### src/rtl/core/cfc_pkg.sv
// Shared types, constants and the byte-wide CRC-16 update for the frame checker.
`timescale 1ns / 1ps

package cfc_pkg;

  localparam int unsigned BYTE_W     = 8;
  localparam int unsigned WORD_W     = 16;
  localparam int unsigned COUNT_W    = 17;
  localparam int unsigned WINDOW_W   = 32;
  localparam int unsigned VERDICT_W  = 3;
  localparam int unsigned CFG_IDX_W  = 1;

  localparam logic [COUNT_W-1:0] COUNT_MAX      = {COUNT_W{1'b1}};
  localparam logic [COUNT_W-1:0] FRAME_OVERHEAD = 17'd8;
  localparam logic [WORD_W-1:0]  CRC_INIT       = 16'hFFFF;
  localparam logic [WORD_W-1:0]  CRC_POLY       = 16'hA001;

  // Default register values after reset.
  localparam logic [WORD_W-1:0] HEADER_WORD_RST = 16'h0000;
  localparam logic [WORD_W-1:0] TAIL_WORD_RST   = 16'h0000;

  // Configuration register indexes.
  localparam logic [CFG_IDX_W-1:0] REG_HEADER_WORD = 1'b0;
  localparam logic [CFG_IDX_W-1:0] REG_TAIL_WORD   = 1'b1;

  typedef enum logic [VERDICT_W-1:0] {
    VERDICT_OK     = 3'd0,
    VERDICT_SHORT  = 3'd1,
    VERDICT_HEADER = 3'd2,
    VERDICT_TAIL   = 3'd3,
    VERDICT_LENGTH = 3'd4,
    VERDICT_CRC    = 3'd5
  } verdict_t;

  typedef struct packed {
    verdict_t          verdict;
    logic [WORD_W-1:0] payload_length;
  } frame_result_t;

  // Modbus CRC-16, one byte, reflected, LSB first.
  function automatic logic [WORD_W-1:0] crc_byte(input logic [WORD_W-1:0] crc_in,
                                                 input logic [BYTE_W-1:0] data);
    logic [WORD_W-1:0] crc;
    crc = crc_in ^ {8'h00, data};
    for (int k = 0; k < 8; k++) begin
      if (crc[0]) begin
        crc = (crc >> 1) ^ CRC_POLY;
      end else begin
        crc = crc >> 1;
      end
    end
    return crc;
  endfunction

endpackage

### src/rtl/core/cfc_frame_tracker.sv
// Per-frame state (count, header, length, CRC, trailing window) and verdict logic.
`timescale 1ns / 1ps

module cfc_frame_tracker (
  input  logic                        clk,
  input  logic                        rst_n,
  input  logic                        step,
  input  logic [cfc_pkg::BYTE_W-1:0]  frame_byte,
  input  logic                        end_of_frame,
  input  logic [cfc_pkg::WORD_W-1:0]  header_word,
  input  logic [cfc_pkg::WORD_W-1:0]  tail_word,
  output cfc_pkg::frame_result_t      result
);

  logic [cfc_pkg::COUNT_W-1:0]  count_r,  count_nxt;
  logic [cfc_pkg::WORD_W-1:0]   header_r, header_nxt;
  logic [cfc_pkg::WORD_W-1:0]   length_r, length_nxt;
  logic [cfc_pkg::WORD_W-1:0]   crc_r,    crc_nxt;
  logic [cfc_pkg::WINDOW_W-1:0] win_r,    win_nxt;
  logic [cfc_pkg::COUNT_W-1:0]  expected_total;

  always_comb begin
    header_nxt = header_r;
    length_nxt = length_r;
    case (count_r)
      17'd0:   header_nxt = {frame_byte, header_r[7:0]};
      17'd1:   header_nxt = {header_r[15:8], frame_byte};
      17'd2:   length_nxt = {frame_byte, length_r[7:0]};
      17'd3:   length_nxt = {length_r[15:8], frame_byte};
      default: ;
    endcase

    // Bytes reach the CRC only after passing through the 4-byte window.
    crc_nxt   = (count_r >= cfc_pkg::FRAME_OVERHEAD)
                ? cfc_pkg::crc_byte(crc_r, win_r[31:24]) : crc_r;
    win_nxt   = {win_r[23:0], frame_byte};
    count_nxt = (count_r == cfc_pkg::COUNT_MAX) ? count_r : count_r + 17'd1;
  end

  assign expected_total = {1'b0, length_nxt} + cfc_pkg::FRAME_OVERHEAD;

  always_comb begin
    result.payload_length = length_nxt;
    if (count_nxt <= cfc_pkg::FRAME_OVERHEAD) begin
      result.verdict        = cfc_pkg::VERDICT_SHORT;
      result.payload_length = '0;
    end else if (header_nxt != header_word) begin
      result.verdict = cfc_pkg::VERDICT_HEADER;
    end else if (win_nxt[15:0] != tail_word) begin
      result.verdict = cfc_pkg::VERDICT_TAIL;
    end else if (count_nxt != expected_total) begin
      result.verdict = cfc_pkg::VERDICT_LENGTH;
    end else if (win_nxt[31:16] != crc_nxt) begin
      result.verdict = cfc_pkg::VERDICT_CRC;
    end else begin
      result.verdict = cfc_pkg::VERDICT_OK;
    end
  end

  always_ff @(posedge clk) begin
    if (!rst_n) begin
      count_r  <= '0;
      header_r <= '0;
      length_r <= '0;
      crc_r    <= cfc_pkg::CRC_INIT;
      win_r    <= '0;
    end else if (step) begin
      if (end_of_frame) begin
        count_r  <= '0;
        header_r <= '0;
        length_r <= '0;
        crc_r    <= cfc_pkg::CRC_INIT;
        win_r    <= '0;
      end else begin
        count_r  <= count_nxt;
        header_r <= header_nxt;
        length_r <= length_nxt;
        crc_r    <= crc_nxt;
        win_r    <= win_nxt;
      end
    end
  end

endmodule

### src/rtl/core/crc_frame_checker_unit.sv
// Top level of the CRC-16 frame checker: input register, frame tracker, result register.
`timescale 1ns / 1ps

// Usage:
//   in_*  : one frame byte per item; in_end_of_frame marks the last byte.
//   out_* : one verdict item per frame, issued for the last byte only.
//   cfg_* : writes header_word (index 0) or tail_word (index 1); always ready.
//           Write only while no frame byte is in flight.
// Path: a last byte passes the input register and then the result register
//   before its verdict shows on out_*.
// Throughput: one byte per cycle while no last byte is held (see Stall), set by
//   the combinational CRC byte update between the input register and the frame state.
// Stall: while out_valid waits for out_ready, non-final bytes keep flowing;
//   a last byte holds in the input register and in_ready drops until the
//   pending verdict is taken.
// Reset: synchronous, active low; clears frame state, CRC to 0xFFFF, both
//   registers to zero, and empties the input and result registers.
module crc_frame_checker_unit (
  input  logic                           clk,
  input  logic                           rst_n,
  input  logic                           in_valid,
  output logic                           in_ready,
  input  logic [cfc_pkg::BYTE_W-1:0]     in_frame_byte,
  input  logic                           in_end_of_frame,
  output logic                           out_valid,
  input  logic                           out_ready,
  output logic [cfc_pkg::VERDICT_W-1:0]  out_frame_verdict,
  output logic [cfc_pkg::WORD_W-1:0]     out_payload_length,
  input  logic                           cfg_valid,
  output logic                           cfg_ready,
  input  logic [cfc_pkg::CFG_IDX_W-1:0]  cfg_index,
  input  logic [cfc_pkg::WORD_W-1:0]     cfg_data
);

  logic                          in_valid_r;
  logic [cfc_pkg::BYTE_W-1:0]    in_byte_r;
  logic                          in_eof_r;
  logic                          out_valid_r;
  cfc_pkg::frame_result_t        out_result_r;
  cfc_pkg::frame_result_t        result;
  logic [cfc_pkg::WORD_W-1:0]    header_word_r;
  logic [cfc_pkg::WORD_W-1:0]    tail_word_r;
  logic                          step;

  // A non-final byte never needs the result slot.
  assign step     = in_valid_r && (!in_eof_r || !out_valid_r || out_ready);
  assign in_ready = !in_valid_r || step;
  assign cfg_ready = 1'b1;

  always_ff @(posedge clk) begin
    if (!rst_n) begin
      header_word_r <= cfc_pkg::HEADER_WORD_RST;
      tail_word_r   <= cfc_pkg::TAIL_WORD_RST;
    end else if (cfg_valid) begin
      case (cfg_index)
        cfc_pkg::REG_HEADER_WORD: header_word_r <= cfg_data;
        cfc_pkg::REG_TAIL_WORD:   tail_word_r   <= cfg_data;
        default: ;
      endcase
    end
  end

  always_ff @(posedge clk) begin
    if (!rst_n) begin
      in_valid_r <= 1'b0;
    end else if (in_ready) begin
      in_valid_r <= in_valid;
    end
  end

  always_ff @(posedge clk) begin
    if (in_ready && in_valid) begin
      in_byte_r <= in_frame_byte;
      in_eof_r  <= in_end_of_frame;
    end
  end

  cfc_frame_tracker u_tracker (
    .clk          (clk),
    .rst_n        (rst_n),
    .step         (step),
    .frame_byte   (in_byte_r),
    .end_of_frame (in_eof_r),
    .header_word  (header_word_r),
    .tail_word    (tail_word_r),
    .result       (result)
  );

  always_ff @(posedge clk) begin
    if (!rst_n) begin
      out_valid_r <= 1'b0;
    end else if (step && in_eof_r) begin
      out_valid_r <= 1'b1;
    end else if (out_ready) begin
      out_valid_r <= 1'b0;
    end
  end

  always_ff @(posedge clk) begin
    if (step && in_eof_r) begin
      out_result_r <= result;
    end
  end

  assign out_valid          = out_valid_r;
  assign out_frame_verdict  = out_result_r.verdict;
  assign out_payload_length = out_result_r.payload_length;

`ifndef SYNTHESIS
  // A new verdict only ever comes from a last byte leaving the input register.
  a_verdict_from_eof: assert property (@(posedge clk) disable iff (!rst_n)
    $rose(out_valid_r) |-> $past(in_valid_r && in_eof_r))
    else $error("verdict issued without a last byte");

  // Backpressure only when a last byte waits behind an untaken verdict.
  a_stall_cause: assert property (@(posedge clk) disable iff (!rst_n)
    !in_ready |-> (in_valid_r && in_eof_r && out_valid_r && !out_ready))
    else $error("input stalled without a pending verdict");

  // Short frames report a zero payload length.
  a_short_len: assert property (@(posedge clk) disable iff (!rst_n)
    (out_valid_r && out_result_r.verdict == cfc_pkg::VERDICT_SHORT)
      |-> (out_result_r.payload_length == '0))
    else $error("short frame with nonzero length");
`endif

endmodule

### config.mk
export PLATFORM = sky130hd
export DESIGN_NAME = crc_frame_checker_unit
export DESIGN_NICKNAME = d
export VERILOG_FILES = /design/src/rtl/core/cfc_pkg.sv /design/src/rtl/core/cfc_frame_tracker.sv /design/src/rtl/core/crc_frame_checker_unit.sv
export SDC_FILE = /design/constraint.sdc
export NUM_CORES = 1
export LEC_CHECK = 0
export CAP_MARGIN = 20
export CORE_MARGIN = 2
export CORE_UTILIZATION = 45
export CTS_CLUSTER_SIZE = 12
export DETAILED_ROUTE_END_ITERATION = 12
export DONT_BUFFER_PORTS = 1
export PLACE_DENSITY_LB_ADDON = 0.2
export SYNTH_ARGS = -nofsm -noshare
export SYNTH_HDL_FRONTEND = slang
export SYNTH_SLANG_ARGS = --single-unit
### constraint.sdc
create_clock -name clk -period 5 [get_ports clk]
set_clock_uncertainty 0.05 [all_clocks]
set_input_delay 0.25 -clock clk [delete_from_list [all_inputs] [get_ports clk]]
set_output_delay 0.25 -clock clk [all_outputs]
set_load 0.01 [all_outputs]
==> results of run 1 <==
-- routing by layer --
layer / vias to the layer above / share of wire, % / track usage, %
met5: - / 0 / 0
met4: 0 / 1.5 / 6.53
met3: 29 / 5.0 / 4.56
met2: 214 / 45 / 34.6
met1: 3337 / 48 / 32.2
li1: 3432 / - / -
-- area by class of cell --
| cell class | count | area [um2] | share of cell area [%] |
|---|---|---|---|
| Sequential cell | 159 | 3460 | 36.3 |
| Clock inverter | 10 | 124 | 1.30 |
| Inverter | 11 | 41.3 | 0.433 |
| Tap cell | 234 | 293 | 3.07 |
| Clock buffer | 22 | 485 | 5.09 |
| Multi-Input combinational cell | 736 | 4750 | 49.8 |
| Timing Repair Buffer | 39 | 378 | 3.96 |
-- worst max-delay path: cells and delay by family, from the launching register on --
family | cells | cell delay (ns)
flip-flops | 1 | 0.41
XOR/XNOR | 2 | 0.33
AND/OR/NAND/NOR | 5 | 1.37
adder cells (fa/ha/maj) | 1 | 0.43
AO/OA/AOI/OAI | 3 | 1.05
buffers and inverters | 1 | 0.14
-- sequential cells by signal, summed over array words and instances, names as in the netlist, 16 cells and up --
signal	flops
u_tracker.length_r	16
header_word_r	16
u_tracker.header_r	16
u_tracker.count_r	17
tail_word_r	16
out_payload_length	16
u_tracker.crc_r	16
u_tracker.win_r	32
-- power breakdown --
part | switching [uW] | internal (uW) | leakage, uW
combinational | 107 | 73.2 | 0.00170
sequential | 37.1 | 1330 | 0.00132
clock | 545 | 798 | 0.000293
total | 689 | 2200 | 0.00332
-- metrics by stage --
stage | hold WS (ns) | power, uW | instances
after global routing | 0.0507 | 2980 | 1211
final | 0.0514 | 2890 | 1211
after CTS | 0.0410 | 2900 | 1211
after global placement | 0.299 | 1540 | 1152
after detailed placement | 0.299 | 1540 | 1152
after floorplan | 0.299 | 1500 | 982
-- placed cells by master, fill, tap and decap left out, drive strengths merged, types with 5 or more instances in the layout --
master       instances
nor3                12
nand4               15
ha                   5
a21oi               22
dlygate4sd3         26
nand2b               6
edfxtp              28
and3                 8
a32oi               18
a22o                10
and2                19
nor2b               47
xnor2               47
inv                 13
nand3               59
a22oi               46
dfxtp              131
nor4                14
nand2              157
o211ai              13
xor2                50
o21ai               28
clkbuf              22
nor2                35
a21o                 7
a21boi              64
buf                 13
mux2i                7
-- worst paths after layout --
check	start	end	slack, ns	depth (start not counted)
worst max-delay path	u_tracker.count_r[0]	out_frame_verdict[2]	0.98	12
worst min-delay path	out_ready	out_valid	0.05	2
worst max register to register	u_tracker.count_r[0]	out_frame_verdict[2]	0.98	12
worst min register to register	u_tracker.win_r[24]	u_tracker.win_r[24]	0.42	2
-- repair_timing --
| action | in CTS | in global routing |
|---|---|---|
| gates resized for setup | 0 | 0 |
| setup endpoints to repair | 0 | 0 |
| hold buffers | 27 | 0 |
| hold endpoints to repair | 123 | 0 |
-- cells by family (layout without fill, tap and decap cells) --
group / count (synthesis) / count (layout)
and+or+nand+nor: 392 / 392
AOI/OAI and AO/OA: 230 / 230
DFF: 159 / 159
xor gates and xnor gates: 101 / 101
buffers and inverters: 87 / 82
muxes: 7 / 7
adders and majority gates: 5 / 5
other: 1 / 1
==> impl_summary.log, run 1 <==
[metrics] status: completed
[metrics] Required @ worst endpoint: 5.13 ns
[metrics] largest net degree at the start of global routing: approximately 120
[metrics] layout cell share with drive strength beyond 1: 5.83%
[metrics] final standard cell utilization of the core: 51.0%
[metrics] share of Yosys cell area claimed by the top area cell type: around 30%
[metrics] area fraction in compound gates after synthesis: between 10% and 20%
[metrics] top area cells in the synthesized netlist: dfxtp_1 31%, edfxtp_1 9.8%, nand2_1 6.9%, a21boi_0 5.6%, xor2_1 5.1%
[metrics] Vias: 7012
[metrics] number of nets in the synthesized netlist: 1018
[metrics] setup slack at placement: 1.08 ns
[metrics] crit-path cells: inv_1 > ha_1 > nor4b_1 > nand4_1 > or2_0 > a22oi_1 > xnor2_1 > xnor2_1 > o31ai_1 > o2111a_1 > nand4_1 > and4b_1
[metrics] GPL Wtd Cong: roughly 0.9
[metrics] top-count cell post-synth: nand2_1
[metrics] Die X-Extent: 142 um
[metrics] most frequently used flop master after synthesis: dfxtp_1
[metrics] number of flops mapped to enable cells by yosys: 28
[metrics] crit-path max FO: 13
[metrics] worst slew pin tran: 0.969 ns
[metrics] worst skew pair latency: 0.43 ns
[metrics] top achievable clock speed: around 250 MHz
[metrics] proportion of synthesized chip area in sequential cells: roughly 40%
[metrics] final hold violation count: 0
[metrics] critical path startpoint category: flip-flop
[metrics] wire length of the first global-routing pass: 35.6 mm
[metrics] endpoint type of the worst setup path: flip-flop
[metrics] Initial Utilization: 45.8%
[metrics] Pwr per Cell Area: 303 nW/um2
[metrics] Site Rows: 50
[metrics] initial antenna violation count: 1
[metrics] synthesized cell area: 8560 um2
[metrics] CP max-delay cell: a22oi_1
[metrics] CTS H-tree lvls: 4
[metrics] root buffer cell: clkbuf_16
[metrics] area added between synthesis and finish: 11.4%
[metrics] half-perimeter wire length after detailed placement: 15.0 mm
[metrics] die height: between 100 and 150 um
[metrics] global routing usage summed across all routing layers: 22.5%
[metrics] vias per inst: between 5 and 6
[metrics] reported max-cap violation count: 0
[metrics] async set or reset register ratio after synthesis: 0%
[metrics] post-CTS setup-driven buffer insertion count: 0
[metrics] cell type with the highest aggregate area in the netlist: dfxtp_1
[metrics] class of the tightest hold or removal check: in2reg
[metrics] Worst Path Arrival: 4.16 ns
[metrics] vias in the first global route: 6501
[metrics] post-synthesis average cell area: 8.72 um2
[metrics] maximum ir drop on the vdd rail: 0.000252 V
[metrics] multiplexer share of the synthesized area: less than 1%
[metrics] residual overflow from global routing: 0
[metrics] post-detailed-routing wire length: 22.3 mm
[metrics] synthesized instance count: 982
[metrics] P_leak: 0.00332 uW
[metrics] post-synthesis share of cell area spent on full adders, half adders and majority gates: 0.731%
[metrics] relative max-transition margin: a little over a third
[metrics] Core Region: 18700 um2
[metrics] Ys Warns: 0
[metrics] number of pins with negative max-slew slack in the final report: 0
[metrics] number of CTS-inserted buffers: 17
[metrics] count of antenna diodes in the layout: 0
[metrics] final net count: 1000
[metrics] setup slack after layout: a little under 1 ns
[metrics] post-route standard cell area excluding fillers: 9540 um2
[metrics] number of failing setup endpoints in the final timing report: 0
[metrics] clock edge transition at the registers on the reported setup and hold paths: 0.07 ns
[metrics] dominant combinational cell family by area after synthesis: simple AND/OR/NAND/NOR gates
[metrics] number of fill cells: 1745
[metrics] register bit total from synthesis: 159
[metrics] number of DRC markers in iteration 0: 593
[metrics] mean routed wirelength per cell: 18.4 um
[metrics] fin crit period: 4.02 ns
[metrics] final total negative setup slack: 0 ns
[metrics] number of remaining DRC errors: 0
[metrics] placed instance area: approximately 8600 um2
[metrics] RSZ-0062 raised after global routing: no
[metrics] Max stage delay on crit path: 0.56 ns
[metrics] TritonCTS clock tree: yes
[metrics] count of nets left with antenna violations after detail routing: 0
[metrics] detailed-routing iteration count for the pre-antenna-repair pass: 5
[metrics] Crit Path Class: reg2reg
[metrics] Boundary Pins: 53
[metrics] xor-xnor portion of the synthesized cell area: 11.0%
[metrics] Total Die Area: 20100 um2
[metrics] number of buffers on the longest clock path: 2
[metrics] simple-gate share of the synthesized area: 23.0%
[metrics] cell types with the highest counts after synthesis: 157 x nand2_1, 131 x dfxtp_1, 64 x a21boi_0
[metrics] number of unique standard cell types used by synthesis: 64
[metrics] post-route fraction of the period consumed by the critical path: 80.5%
[metrics] port bufs: 0
[metrics] number of sinks handled by clock tree synthesis: 159
Power figures use the tool's default switching activity.
==> run 2: changes to the inputs <==
--- a/config.mk
+++ b/config.mk
@@ -5,6 +5,7 @@
 export SDC_FILE = /design/constraint.sdc
 export NUM_CORES = 1
 export LEC_CHECK = 0
+export ABC_AREA = 1
 export CAP_MARGIN = 20
 export CORE_MARGIN = 2
 export CORE_UTILIZATION = 45
==> constraint.sdc (replaced) <==
create_clock -name clk -period 4.2 [get_ports clk]
set_clock_uncertainty 0.05 [all_clocks]
set_input_delay 0.21 -clock clk [delete_from_list [all_inputs] [get_ports clk]]
set_output_delay 0.21 -clock clk [all_outputs]
set_load 0.01 [all_outputs]
==> run 2 against run 1 <==
Clock-buffer cell count fell by 2. Critical path depth rose by 9. Via count rose by 11%. Cell area barely moved. Sequential power rose by 20%. Non-clock buffer count fell by 6. Area after synthesis fell by 0.19%. Critical endpoint unchanged. Largest power group unchanged. Die area fell by 0.18%. Utilization rose by 0.19 points. Flip-flop and latch count did not move. Register-to-register slack got worse by 0.11 ns.
==> impl_summary.log, run 2 <==
[metrics] status: completed
[metrics] endpoint type of the worst setup path: flip-flop
[metrics] FF/Latch Area: 3460 um2
[metrics] worst skew pair latency: 0.44 ns
[metrics] post-synthesis average cell area: 6.85 um2
[metrics] flip-flop count of the largest register, all copies and words added: 32
[metrics] number of fill cells: around 1900
[metrics] number of failing setup endpoints in the final timing report: 0
[metrics] RSZ-0062 raised after global routing: no
[metrics] reported max-cap violation count: 0
[metrics] number of sinks handled by clock tree synthesis: 159
[metrics] number of CTS-inserted buffers: 17
[metrics] async set or reset register ratio after synthesis: 0%
[metrics] Die X-Extent: 142 um
[metrics] number of cells on the worst reg-to-reg path: 21
[metrics] TritonCTS clock tree: yes
[metrics] synthesized cell area: approximately 8500 um2
[metrics] P_leak: 0.00386 uW
[metrics] final net count: ~1300
[metrics] vias in the first global route: about 7000
[metrics] cell type with the highest aggregate area in the netlist: dfxtp_1
[metrics] Initial Utilization: 45.8%
[metrics] most common cell after layout, fill and taps aside: nand2_1
[metrics] worst hold path depth: 3
[metrics] Vias: 7795
[metrics] final hold violation count: 0
[metrics] number of buffers on the longest clock path: 2
[metrics] post-detailed-routing wire length: approximately 22 mm
[metrics] combined area of the multi-input logic cells: 4440 um2
[metrics] top achievable clock speed: 300 MHz
[metrics] post-cts resize count: 0
[metrics] fin crit period: 3.34 ns
[metrics] wire length of the first global-routing pass: 36.1 mm
[metrics] largest registers: u_tracker.win_r (32), u_tracker.count_r (17)
[metrics] CTS H-tree lvls: 4
[metrics] count of antenna diodes in the layout: 0
[metrics] root buffer cell: clkbuf_16
[metrics] port bufs: 0
[metrics] count of nets left with antenna violations after detail routing: 0
[metrics] synthesized instance count: 1247
[metrics] Site Rows: 50
[metrics] layout cell share with drive strength beyond 1: 6.18%
[metrics] final total negative setup slack: 0 ns
[metrics] Boundary Pins: between 50 and 60
[metrics] class of the tightest hold or removal check: in2reg
[metrics] Ys Warns: 0
[metrics] Core Region: 18600 um2
[metrics] number of nets in the synthesized netlist: 1283
[metrics] Max stage delay on crit path: around 0.46 ns
[metrics] largest net degree at the start of global routing: about 110
[metrics] maximum ir drop on the vdd rail: 0.000289 V
[metrics] number of remaining DRC errors: 0
[metrics] GPL Wtd Cong: 0.889
[metrics] Pwr per Cell Area: 361 nW/um2
[metrics] post-CTS setup-driven buffer insertion count: 0
[metrics] top-count cell post-synth: nand2_1
[metrics] proportion of synthesized chip area in sequential cells: 40.5%
[metrics] number of unique standard cell types used by synthesis: 42
[metrics] top area cells in the synthesized netlist: dfxtp_1 31%, nand2_1 19%, edfxtp_1 9.8%, a21oi_1 6.6%, inv_1 4.7%
[metrics] register bit total from synthesis: 159
[metrics] half-perimeter wire length after detailed placement: 15.6 mm
[metrics] vias per inst: 5.21
[metrics] cell types with the highest counts after synthesis: 438 x nand2_1, 131 x dfxtp_1, 113 x a21oi_1
[metrics] critical path startpoint category: flip-flop
[metrics] CP max-delay cell: dfxtp_1
[metrics] detailed-routing iteration count for the pre-antenna-repair pass: 5
[metrics] relative max-transition margin: 27.0%
[metrics] die height: 142 um
[metrics] final standard cell utilization of the core: 51.2%
[metrics] residual overflow from global routing: 0
[metrics] library cell appearing most often on the critical path: nand2_1
[metrics] number of pins with negative max-slew slack in the final report: 0
[metrics] global routing usage summed across all routing layers: ~23%
[metrics] initial antenna violation count: 0
[metrics] number of DRC markers in iteration 0: 597
[metrics] worst slew pin tran: 1.10 ns
[metrics] crit-path cells: ha_1 > inv_1 > nor2_1 > nand4_2 > nand2_1 > nand2_1 > ha_1 > inv_1 > nand3_1 > nand3_1 > nand2_1 > inv_1 > nand2_1 > nor2_1 > nand2_1 > nor2_1 > nand2_1 > nor2_1 > nand4_1 > nand2_1 > inv_1
[metrics] share of Yosys cell area claimed by the top area cell type: 30.7%
[metrics] mean routed wirelength per cell: 14.9 um
[metrics] commonest cells after routing, fill and taps aside: 437 x nand2_1, 131 x dfxtp_1, 113 x a21oi_1
[metrics] most flop-heavy register: u_tracker.win_r
[metrics] post-route fraction of the period consumed by the critical path: 79.4%
[metrics] Worst Path Arrival: 3.47 ns
[metrics] area added between synthesis and finish: 11.7%
[metrics] crit-path max FO: 8
[metrics] Required @ worst endpoint: between 4 and 5 ns
[metrics] Total Die Area: 20100 um2
[metrics] number of flops mapped to enable cells by yosys: 28
[metrics] Crit Path Class: reg2reg
[metrics] clock edge transition at the registers on the reported setup and hold paths: 0.06 ns
[metrics] most frequently used flop master after synthesis: dfxtp_1
[run 2: cell types whose count changed in the layout (fill, tap and decap cells not counted), moves of 44 or more]
cell,change
a21boi_0,-64
a21oi_1,+91
a22oi_1,-44
inv_1,+96
nand2_1,+281
nor2_1,+69
nor2b_1,-47
[run 2: path summary, 6_finish.rpt]
| path | startpoint | slack (ns) | endpoint |
|---|---|---|---|
| worst max register to register | u_tracker.count_r[0] | 0.86 | out_frame_verdict[2] |
| worst min-delay path | out_ready | 0.01 | out_valid |
| worst min register to register | tail_word_r[10] | 0.41 | tail_word_r[10] |
| worst max-delay path | u_tracker.count_r[0] | 0.86 | out_frame_verdict[2] |
[run 2: critical path: cells and delay by family, from the launching register on]
kind / cells / cell delay [ns]
buffers and inverters: 4 / 0.23
AND/OR/NAND/NOR: 15 / 1.83
flip-flops: 1 / 0.46
adder cells (fa/ha/maj): 2 / 0.51
[run 2: kinds of logic (layout without fill, tap and decap cells)]
kind of cell	Yosys count	in the layout	synth area share [%]
AO/OA/AOI/OAI	203	203	12.5
XOR/XNOR	62	62	6.36
adder cells (fa/ha/maj)	5	5	0.732
buffers and inverters	164	180	7.64
flip-flops	159	159	40.5
other	1	1	0.0439
AND/OR/NAND/NOR	653	653	32.2
[run 2: timing repair]
action                                 4_1_cts  5_1_grt
setup endpoints to repair                    0        0
hold buffers                                28        0
endpoints found under the hold margin       43        0
[run 2: metal layers]
layer / routed length, um / track usage (%) / vias to the layer above
met5: 0 / 0 / -
met4: 325 / 5.89 / 0
met3: 1280 / 5.33 / 24
met2: 9970 / 36.2 / 231
met1: 10800 / 31.4 / 3536
li1: - / - / 4004
[run 2: cell type report]
type,count,area share (%)
Multi-Input combinational cell,924,46.6
Sequential cell,159,36.3
Clock buffer,20,4.68
Inverter,115,4.54
Timing Repair Buffer,33,3.54
Tap cell,234,3.07
Clock inverter,12,1.31
[run 2: metrics by stage]
stage | hold WS [ns] | power (uW) | std cells | setup slack [ns] | area (um2)
2_1_floorplan | 0.259 | 1860 | 1247 | 1.54 | 8540
3_3_place_gp | 0.259 | 1920 | 1436 | 0.885 | 8660
3_5_place_dp | 0.259 | 1920 | 1436 | 0.923 | 8660
4_1_cts | 0.00522 | 3460 | 1496 | 0.886 | 9510
5_1_grt | 0.0791 | 3570 | 1497 | 0.627 | 9540
6_report | 0.0134 | 3440 | 1497 | 0.865 | 9540
[run 2: where the power goes]
| group | switching (uW) | internal (uW) |
|---|---|---|
| combinational | 173 | 102 |
| clock | 676 | 851 |
| sequential | 46.3 | 1600 |
==> run 3: changes to the inputs <==
==> constraint.sdc (replaced) <==
create_clock -name clk -period 3.2 [get_ports clk]
set_clock_uncertainty 0.05 [all_clocks]
set_input_delay 0.16 -clock clk [delete_from_list [all_inputs] [get_ports clk]]
set_output_delay 0.16 -clock clk [all_outputs]
set_load 0.01 [all_outputs]
==> run 3 against run 2 <==
Setup slack got worse by 0.62 ns. Register-to-register slack got worse by 0.62 ns. Highest routed layer unchanged. Via count increased by 0.63%. Clock-buffer cell count unchanged. Fmax increased by 13%. Flip-flop and latch count unchanged. Sequential share of layout area decreased by 0.73 points. Cell area increased by 2.1%.
==> impl_summary.log, run 3 (synthesis results as in run 2) <==
[metrics] Reg power frac: 46.6%
[metrics] global routing usage summed across all routing layers: a little under a quarter
[metrics] port bufs: 0
[metrics] residual overflow from global routing: 0
[metrics] commonest cells after routing, fill and taps aside: 436 x nand2_1, 130 x dfxtp_1, 113 x a21oi_1
[metrics] endpoint type of the worst setup path: flip-flop
[metrics] clock network fraction of total power: 45.4%
[metrics] Die X-Extent: 142 um
[metrics] die height: 142 um
[metrics] hold_ws: 0.0700 ns
[metrics] Site Rows: 50
[metrics] critical path startpoint category: flip-flop
[metrics] count of nets left with antenna violations after detail routing: 0
[metrics] most flop-heavy register: u_tracker.win_r
[metrics] most common cell after layout, fill and taps aside: nand2_1
[metrics] flip-flop count of the largest register, all copies and words added: 32
[metrics] vias in the first global route: 7014
[metrics] GPL Wtd Cong: between 0.9 and 1
[metrics] Comb power frac: 8.0%
[metrics] combined area of the multi-input logic cells: 4470 um2
[metrics] top achievable clock speed: about 340 MHz
[metrics] class of the tightest hold or removal check: in2reg
[metrics] reported max-cap violation count: 0
[metrics] wire length of the first global-routing pass: 36.3 mm
[metrics] Hold Crit Start: cfg_index
[metrics] Worst Hold Path EP: header_word_r[7]
[metrics] CTS H-tree lvls: 4
[metrics] number of buffers on the longest clock path: 2
[metrics] final net count: 1301
[metrics] number of DRC markers in iteration 0: 635
[metrics] FF/Latch Area: 3460 um2
[metrics] worst skew pair latency: 0.43 ns
[metrics] layout cell share with drive strength beyond 1: approximately 7.5%
[metrics] status: completed
[metrics] crit-path max FO: 11
[metrics] number of failing setup endpoints in the final timing report: 0
[metrics] relative max-transition margin: 36.4%
[metrics] Pwr per Cell Area: between 400 and 500 nW/um2
[metrics] Boundary Pins: 53
[metrics] number of fill cells: 1822
[metrics] largest net degree at the start of global routing: 107
[metrics] internal power consumption: 3410 uW
[metrics] detailed-routing iteration count for the pre-antenna-repair pass: 7
[metrics] worst slew pin tran: 0.950 ns
[metrics] number of CTS-inserted buffers: 17
[metrics] final hold violation count: 0
[metrics] clock edge transition at the registers on the reported setup and hold paths: approximately 0.070 ns
[metrics] maximum ir drop on the vdd rail: 0.000425 V
[metrics] largest registers: u_tracker.win_r (32), u_tracker.count_r (17)
[metrics] power spent charging and discharging nets: 1210 uW
[metrics] met1 usage in global routing: between 30% and 40%
[metrics] setup slack after layout: 0.246 ns
[metrics] vias per inst: 5.19
[metrics] library cell appearing most often on the critical path: nand2_1
[metrics] number of remaining DRC errors: 0
[metrics] Max stage delay on crit path: 0.44 ns
[metrics] Initial Utilization: 45.8%
[metrics] number of pins with negative max-slew slack in the final report: 0
[metrics] r2r endpoint: out_frame_verdict[2]
[metrics] Required @ worst endpoint: 3.33 ns
[metrics] post-detailed-routing wire length: 22.5 mm
[metrics] cell total after placement: 1449
[metrics] worst hold path depth: 3
[metrics] number of sinks handled by clock tree synthesis: 159
[metrics] Total Die Area: between 20000 and 25000 um2
[metrics] Crit Path Class: reg2reg
[metrics] area added between synthesis and finish: 14.0%
[metrics] TritonCTS clock tree: yes
[metrics] Vias: 7844
[metrics] root buffer cell: clkbuf_16
[metrics] P_leak: 0.00398 uW
[metrics] number of cells on the worst reg-to-reg path: 16
[metrics] CP max-delay cell: o21ai_1
[metrics] met3 usage: 4.15%
[metrics] half-perimeter wire length after detailed placement: 15.7 mm
[metrics] Sw Share: between 20% and 30%
[metrics] setup slack at placement: 0.236 ns
[metrics] count of antenna diodes in the layout: 0
[metrics] worst reg-to-reg setup slack: 0.25 ns
[metrics] mean routed wirelength per cell: 14.9 um
[metrics] final std cells w/o fill: 1512
[metrics] post-route fraction of the period consumed by the critical path: between 90% and 100%
[metrics] crit-path cells: nor2_1 > nand2_1 > nor2_2 > nand3_2 > o21ai_1 > nand2_1 > nor2_1 > nand3_1 > nand2_1 > nand2_1 > nor2_1 > nand2_1 > nor2_1 > nand4_1 > nand2_1 > inv_1
[metrics] gr busiest metal: met2
[metrics] initial antenna violation count: 0
[metrics] Worst Path Arrival: roughly 3.1 ns
[metrics] Crit Reg-Reg Startpoint: u_tracker.count_r[5]
[metrics] Core Region: 18600 um2
[metrics] fin crit period: slightly below 3 ns
[metrics] final standard cell utilization of the core: 52.2%
[metrics] GR Layer Usage met2: a little over a third
[run 3: power by group through the flow]
| stage | registers [uW] | clock network [uW] | logic, uW |
|---|---|---|---|
| 6_report | 2150 | 2100 | 371 |
| 5_1_grt | 2160 | 2220 | 417 |
| 4_1_cts | 2150 | 2140 | 366 |
| 3_5_place_dp | 2200 | 0 | 330 |
| 3_3_place_gp | 2200 | 0 | 326 |
| 2_1_floorplan | 2170 | 0 | 262 |
[run 3: layout make-up]
class | count | share of cell area (%)
Multi-Input combinational cell | 924 | 45.9
Sequential cell | 159 | 35.6
Timing Repair Buffer | 48 | 4.91
Clock buffer | 20 | 4.80
Inverter | 115 | 4.45
Tap cell | 234 | 3.01
Clock inverter | 12 | 1.41
[run 3: metrics by stage]
stage               total power, uW  setup TNS [ns]  cell area [um2]
finish                         4620               0             9740
global route                   4800         -0.0213             9740
CTS                            4660               0             9680
detailed placement             2530               0             8780
global placement               2520               0             8780
floorplan                      2440               0             8540
[run 3: worst max-delay path by stage]
stage / from / endpoint / slack [ns]
after floorplan: u_tracker.count_r[0] / out_frame_verdict[0] / 0.54
after global placement: u_tracker.count_r[0] / out_frame_verdict[2] / 0.26
after detailed placement: u_tracker.count_r[1] / out_frame_verdict[2] / 0.24
after CTS: u_tracker.count_r[1] / out_frame_verdict[2] / 0.21
after global routing: u_tracker.count_r[1] / out_frame_verdict[2] / -0.02
final: u_tracker.count_r[5] / out_frame_verdict[2] / 0.25
[run 3: what timing repair did]
item                                   4_1_cts  5_1_grt
endpoints found under the hold margin       43        0
gates resized for setup                      0        7
setup buffers                                0        1
hold buffers                                29        0
setup endpoints to repair                    0        2
[run 3: critical path, delay by kind of cell, from the launching register on]
family	cells	cell delay, ns
buffers and inverters	1	0.04
flip-flops	1	0.37
AND/OR/NAND/NOR	14	1.80
AO/OA/AOI/OAI	1	0.44
[run 3: routing by layer]
metal | share of wire [%] | up-vias
li1 | - | 4038
met3 | 4.9 | 23
met4 | 1.6 | 0
met1 | 49 | 3584
met2 | 45 | 199
met5 | 0 | -
